===== config.mk =====
export PLATFORM = sky130hd
export DESIGN_NAME = cpd_isqrt
export DESIGN_NICKNAME = d
export VERILOG_FILES = /design/src/sv/cpd_pkg.sv /design/src/sv/cpd_isqrt.sv
export SDC_FILE = /design/constraint.sdc
export NUM_CORES = 1
export LEC_CHECK = 0
export BUFFER_PORTS_ARGS = -buffer_cell sky130_fd_sc_hd__buf_2
export CAP_MARGIN = 20
export CELL_PAD_IN_SITES_DETAIL_PLACEMENT = 2
export CELL_PAD_IN_SITES_GLOBAL_PLACEMENT = 2
export CORE_UTILIZATION = 30
export DETAILED_ROUTE_END_ITERATION = 7
export GPL_TIMING_DRIVEN = 0
export MAX_ROUTING_LAYER = met4
export PLACE_DENSITY_LB_ADDON = 0.1
export SLEW_MARGIN = 30
export SYNTH_ARGS = -nofsm -noshare
export SYNTH_HDL_FRONTEND = slang
export SYNTH_SLANG_ARGS = --single-unit
export TNS_END_PERCENT = 1

===== constraint.sdc =====
create_clock -name clk -period 4.5 [get_ports clk]
set_input_delay 0.45 -clock clk [delete_from_list [all_inputs] [get_ports clk]]
set_output_delay 0.45 -clock clk [all_outputs]
set_load 0.01 [all_outputs]

===== src/sv/cpd_pkg.sv =====
`default_nettype none

package cpd_pkg;

	// fixed field widths
	localparam int PX_W     = 16;
	localparam int SQ_OUT_W = 33;
	localparam int Q8_W     = 25;
	localparam int USED_W   = 9;

	// running minimum and square root widths
	localparam int BEST_W    = 34;
	localparam int FRAC_BITS = 16;
	localparam int RAD_W     = BEST_W + FRAC_BITS;
	localparam int ROOT_W    = RAD_W / 2;

	// defaults for the top level parameters
	localparam int DEF_MAX_POINTS = 256;
	localparam int DEF_COORD_BITS = 16;

	// one input item: a point
	typedef struct packed {
		logic signed [PX_W-1:0] px;
		logic signed [PX_W-1:0] py;
		logic                   last_point;
	} pt_t;

	// one result item
	typedef struct packed {
		logic [SQ_OUT_W-1:0] min_dist_sq;
		logic [Q8_W-1:0]     min_dist_q8;
		logic                no_pair;
		logic                dropped;
		logic [USED_W-1:0]   points_used;
	} res_t;

	// control sequence of the top level
	typedef enum logic [2:0] {
		ST_IDLE,
		ST_SCAN,
		ST_DRAIN,
		ST_SQRT,
		ST_FIN
	} state_t;

endpackage

`default_nettype wire


===== src/sv/cpd_isqrt.sv =====
`default_nettype none

module cpd_isqrt
	import cpd_pkg::*;
(
	input  wire logic              clk,
	input  wire logic              arst_n,
	input  wire logic              start,
	input  wire logic [RAD_W-1:0]  radicand,
	output logic                   done,
	output logic [ROOT_W-1:0]      root
);

	localparam int RM_W  = ROOT_W + 1;
	localparam int SH_W  = RM_W + 2;
	localparam int CNT_W = $clog2(ROOT_W + 1);

	logic              busy_q;
	logic              done_q;
	logic [CNT_W-1:0]  cnt_q;
	logic [RAD_W-1:0]  rad_q;
	logic [RM_W-1:0]   rem_q;
	logic [ROOT_W-1:0] root_q;

	logic [SH_W-1:0]   rem_sh;
	logic [SH_W-1:0]   trial;
	logic [SH_W-1:0]   rem_sub;
	logic              ge;

	// one result bit per cycle, two radicand bits consumed
	always_comb begin
		rem_sh  = {rem_q, rad_q[RAD_W-1 -: 2]};
		trial   = SH_W'({root_q, 2'b01});
		ge      = (rem_sh >= trial);
		rem_sub = rem_sh - trial;
	end

	// iteration control
	always_ff @(posedge clk or negedge arst_n) begin
		if (!arst_n) begin
			busy_q <= 1'b0;
			done_q <= 1'b0;
			cnt_q  <= '0;
		end else begin
			done_q <= 1'b0;
			if (start) begin
				busy_q <= 1'b1;
				cnt_q  <= '0;
			end else if (busy_q) begin
				cnt_q <= cnt_q + CNT_W'(1);
				if (cnt_q == CNT_W'(ROOT_W - 1)) begin
					busy_q <= 1'b0;
					done_q <= 1'b1;
				end
			end
		end
	end

	// remainder and partial root
	always_ff @(posedge clk) begin
		if (start) begin
			rad_q  <= radicand;
			rem_q  <= '0;
			root_q <= '0;
		end else if (busy_q) begin
			rad_q  <= rad_q << 2;
			rem_q  <= ge ? rem_sub[RM_W-1:0] : rem_sh[RM_W-1:0];
			root_q <= {root_q[ROOT_W-2:0], ge};
		end
	end

	assign done = done_q;
	assign root = root_q;

endmodule

`default_nettype wire


## Word-level counts from Yosys, hierarchy flattened

Index checks and enable logic that the tools add are counted.

| word-level totals | value |
|---|---|
| word-level logic and storage cells | 22 |
| bits of input ports | 53 |
| register bits | 108 |
| output and inout port bits | 26 |

| operators by class | value |
|---|---|
| reduce and logical (&&, ||, !) cells | 1 |
| add/sub/neg operators | 2 |
| mux-type cells | 11 |
| eq/ne operators | 1 |
| magnitude comparators | 1 |

Operators with widths:

| operator | number |
|---|---|
| 50-bit 2-to-1 mux | 2 |
| 28-bit by 27-bit greater-or-equal comparator with 1-bit output | 1 |
| 26-bit 2-to-1 mux | 1 |
| 26-bit subtractor | 1 |
| 5-bit 2-to-1 mux | 2 |
| 1-bit 2-to-1 mux | 6 |
| 5-bit by 1-bit adder with 5-bit output (second input constant) | 1 |
| 5-bit == test (second input constant) | 1 |
| 2-bit nonzero test | 1 |

## Depth between registers and ports, before layout

| depth | value |
|---|---|
| depth in word-level cells | 4 |
| depth in mapped cells | 12 |
| depth with buffers taken out | 10 |

## Worst setup path before layout

OpenSTA, ideal clock, no wires.

| path | value |
|---|---|
| path kind | register to register |
| start point | register root_q[13], in the netlist root[13] |
| end point | register rem_q[0] |
| required time | 4.378 ns |
| buffers on the path | 2 |
| stages on the path, launching flop included | 11 |
| library setup time | 0.122 ns |
| data arrival time | 2.415 ns |
| slack | 1.963 ns |
| period minus slack after synthesis | 2.537 ns |
| cells stage by stage | dfxtp_1 -> inv_1 -> ha_1 -> buf_6 -> a21o_1 -> a221oi_2 -> o22ai_2 -> a211oi_4 -> o31ai_4 -> buf_6 -> a221o_1 |

| on the way | value |
|---|---|
| word-level cells in the longest chain between the ends | 2 |

Ends and longest elaborated chain:

| what | RTL line | text |
|---|---|---|
| start, declared | cpd_isqrt.sv:23 | `logic [ROOT_W-1:0] root_q;` |
| start signal, assigned | cpd_isqrt.sv:68 | `root_q <= {root_q[ROOT_W-2:0], ge};` |
| 28-bit by 27-bit greater-or-equal comparator with 1-bit output | cpd_isqrt.sv:34 | `ge = (rem_sh >= trial);` |
| 26-bit 2-to-1 mux | cpd_isqrt.sv:67 | `rem_q <= ge ? rem_sub[RM_W-1:0] : rem_sh[RM_W-1:0];` |
| end signal, assigned | cpd_isqrt.sv:67 |  |
| end, declared | cpd_isqrt.sv:22 | `logic [RM_W-1:0] rem_q;` |

Every way passes these cells.
A chain may end at the register's enable or synchronous reset.

## Worst setup path in the final report

| path | value |
|---|---|
| start point | register root_q[1], in the netlist root[1] |
| end point | register rem_q[21] |

| on the way | value |
|---|---|
| word-level cells in the longest chain between the ends | 2 |
| elaborated cells between the ends (all ways) | 3 |
| those cells by class | add/sub: 1; order compare: 1; mux: 1 |

Ends and longest elaborated chain:

| what | RTL line |
|---|---|
| 26-bit subtractor or 28-bit by 27-bit greater-or-equal comparator with 1-bit output (tied branches) | cpd_isqrt.sv:35, cpd_isqrt.sv:34 |
| 26-bit 2-to-1 mux * | cpd_isqrt.sv:67 |

Every way passes the cells marked *; elsewhere a longest branch is shown, timed or not.

==> qor.yml <==
clk_pin_slew_worst_paths_ns: 0.08
rsz0062_at_grt: "no"
drt_pass1_iterations: 4
ys_ff_latch: 108
cts_root_buffer: "clkbuf_16"
min_period_ns: 3.00
fp.dieH_um: 145
finalInstanceArea_um2: 7140
syn_inst: 577
yosysSeqAreaShare_pct: 44.1
core-area_um2: 19700
grt_usage_pct: 18.2
async_flop_share_pct: 6.48
start_kind: "register"
post_cts_buffers: 0
clock-skew-final_ns: 0.0127
gp_congestion: 0.788
max_freq_mhz: 333
die_w_um: 145
vias: 4675
clkSinkCount: 108
cp-end-kind: "register"
synthesis.nets: 659
setup_viol_count_final: 0
cp.required_ns: 4.75
start_util_pct: 31.0
period_share_pct: 66.7
cp_max_fo: 6
drc: 0
cts_made_buffers: 9
ios: 79
slew_headroom_pct: 40.9
worst_pin_slew_ns: 0.886
yosys_warnings: 0
syn2layout_area_growth_pct: 16.8
peakVddDrop_mv: 0.247
grt_overflow: 0
outcome: "complete, no violations"
wl_per_cell_um: 18.5
fillCellCount: 2171
portBuffers: 77
die_area_um2: 20900
cts_tree: "done"
max_cap_viol_count: 0
drt_iter0_drc: 93
synthFlopType: "dfxtp_1"
min_path_type: "in -> reg"
leakage_nw: 3.09
hold_viol_final: 0
worstSetupPathType: "reg -> reg"
maxSlewViolCount: 0
clk_path_buf_depth: 2
synth-edff-count: 50
grt_max_degree: 51
place_area_um2: 6830
grt_first_pass_wirelength_mm: 27.5
ctsHtreeMaxLevel: 3
grt_pass1_vias: 5049
vias_per_cell: 4.99
power_density_nw_per_um2: 632
rows: 51
ant_nets: 0
final_nets: 748
syn_area_um2: 6110
layout-drive-gt1-share_pct: 28.0
hpwl_mm: 13.0
wl_mm: 17.4
clkLatencyLatePin_ns: 0.37
post_synth.cell_area_avg_um2: 10.6
antenna_found_initial: 1
fin_tns_setup_ns: 0
ys_types: 69
crit_arrival_ns: 3.25
[worst max-delay path, cell delays in order (launching register included)]
cell and delay, ns:
dfxtp_1 0.38, inv_1 0.07, ha_1 0.39, o211ai_1 0.17
a21oi_1 0.30, o211ai_1 0.17, a31oi_1 0.51, a21boi_1 0.23
o311a_1 0.33, nor3_1 0.22, o21ai_1 0.11
[layout by cell type (no fill, tap or decap), types with 3 or more instances in the layout]
cell       instances
a211oi_1           7
a211oi_2           3
a21o_1            11
a21oi_1           21
a311oi_2          10
and2_1             4
buf_1              6
buf_2             79
buf_4              4
buf_6              3
clkbuf_1          15
clkbuf_16          9
dfrtp_1            7
dfxtp_1           51
edfxtp_1          50
ha_1              29
inv_1             33
inv_8              4
mux2_2            48
mux2i_1           33
nand2_1           43
nand2_2           10
nand2b_1           9
nand3_1            6
nand4_1            5
nor2_1            58
nor3_1             7
o211ai_1           6
o21a_1             6
o21ai_0            6
o21ai_1           12
o22ai_1            4
or3_1              3
xnor2_1           12
xor2_1            10
[area by class of cell]
type / count / area (um^2) / share of cell area, %
flip-flops and latches: 108 / 2700 / 37.8
inverters: 34 / 130 / 1.82
well taps: 265 / 332 / 4.64
diodes: 1 / 2.50 / 0.0351
multi-input cells: 404 / 3120 / 43.7
plain buffers: 31 / 168 / 2.35
clock inverters: 7 / 70.1 / 0.981
clock buffers: 9 / 225 / 3.15
repair buffers: 78 / 395 / 5.54
[per-layer routing]
layer	wire [um]	global-route usage, %	vias to the layer above
li1	-	-	2262
met3	606	3.75	9
met5	0	-	-
met4	176	4.65	0
met2	8590	31.6	78
met1	7990	21.4	2326
[synth_stat cells, types with 4 or more instances]
master	count	area share, %
o22ai_1	4	0.41
buf_1	6	0.37
a21o_1	11	1.4
xnor2_1	12	1.7
clkbuf_1	15	0.92
and2_1	4	0.41
inv_1	34	2.1
o211ai_1	6	0.74
ha_1	29	5.9
nand2_1	43	2.6
nor2_1	58	3.6
mux2i_1	33	5.4
dfrtp_1	7	2.9
mux2_2	48	8.8
nand3_1	6	0.49
nand4_1	5	0.51
dfxtp_1	51	17
o21ai_0	6	0.49
a211oi_1	7	0.86
buf_4	4	0.49
nand2b_1	9	0.92
a311oi_2	10	2.5
nor3_1	7	0.57
edfxtp_1	50	25
o21ai_1	12	0.98
xor2_1	10	1.4
nand2_2	10	1.0
o21a_1	6	0.74
a21oi_1	21	1.7
[kinds of logic (layout without fill, tap and decap cells)]
| logic type | count (synthesis) | count (layout) | share of synthesized area [%] |
|---|---|---|---|
| muxes | 81 | 81 | 14.2 |
| xor gates and xnor gates | 22 | 22 | 3.15 |
| DFF | 108 | 108 | 44.1 |
| and+or+nand+nor | 159 | 159 | 12.7 |
| adders and majority gates | 29 | 29 | 5.94 |
| AOI/OAI and AO/OA | 113 | 113 | 15.0 |
| buffers and inverters | 65 | 159 | 4.83 |
| other | 0 | 1 | 0 |
[power by group]
part	switching, mW	internal (mW)	leakage [nW]
logic	1.37	1.03	1.91
clock network	0.435	0.396	0.144
registers	0.104	1.18	1.04
[sequential cells by signal, summed over array words and instances, names as in the netlist]
| signal | cells |
|---|---|
| rem_q | 26 |
| rad_q | 50 |
| done | 1 |
| root | 25 |
| cnt_q | 5 |
| busy_q | 1 |
[through the flow]
| stage | cells | power, mW | hold WS, ns | util, % | worst slack (ns) |
|---|---|---|---|---|---|
| 5_1_grt | 937 | 4.85 | 0.363 | 36.2 | 1.17 |
| 6_report | 937 | 4.51 | 0.369 | 36.2 | 1.50 |
| 3_3_place_gp | 919 | 3.66 | 0.292 | 34.6 | 1.20 |
| 2_1_floorplan | 577 | 3.12 | 0.154 | - | 1.96 |
| 4_1_cts | 936 | 4.60 | 0.353 | 36.2 | 1.37 |
| 3_5_place_dp | 919 | 3.73 | 0.297 | 34.6 | 1.39 |
[final timing paths]
| kind | start | to | slack, ns | cells after the start |
|---|---|---|---|---|
| worst max-delay path | root[1]$_SDFFE_PP0P_ | rem_q[21]$_SDFFE_PP0P_ | 1.50 | 10 |
| worst min-delay path | radicand[1] | rad_q[1]$_SDFFCE_PN0P_ | 0.37 | 2 |
| worst max register to register | root[1]$_SDFFE_PP0P_ | rem_q[21]$_SDFFE_PP0P_ | 1.50 | 10 |
| worst min register to register | rem_q[25]$_SDFFE_PP0P_ | rem_q[25]$_SDFFE_PP0P_ | 0.48 | 2 |
| max in group asynchronous | arst_n | cnt_q[0]$_DFFE_PN0P_ | 3.87 | 2 |
| min in group asynchronous | arst_n | cnt_q[1]$_DFFE_PN0P_ | 0.47 | 2 |
[repair_timing]
| item | 4_1_cts | 5_1_grt |
|---|---|---|
| gates resized for setup | 0 | 0 |
| hold buffers | 1 | 0 |
| endpoints found under the hold margin | 7 | 0 |
| endpoints found under the setup margin | 0 | 0 |
Power figures use the tool's default switching activity.
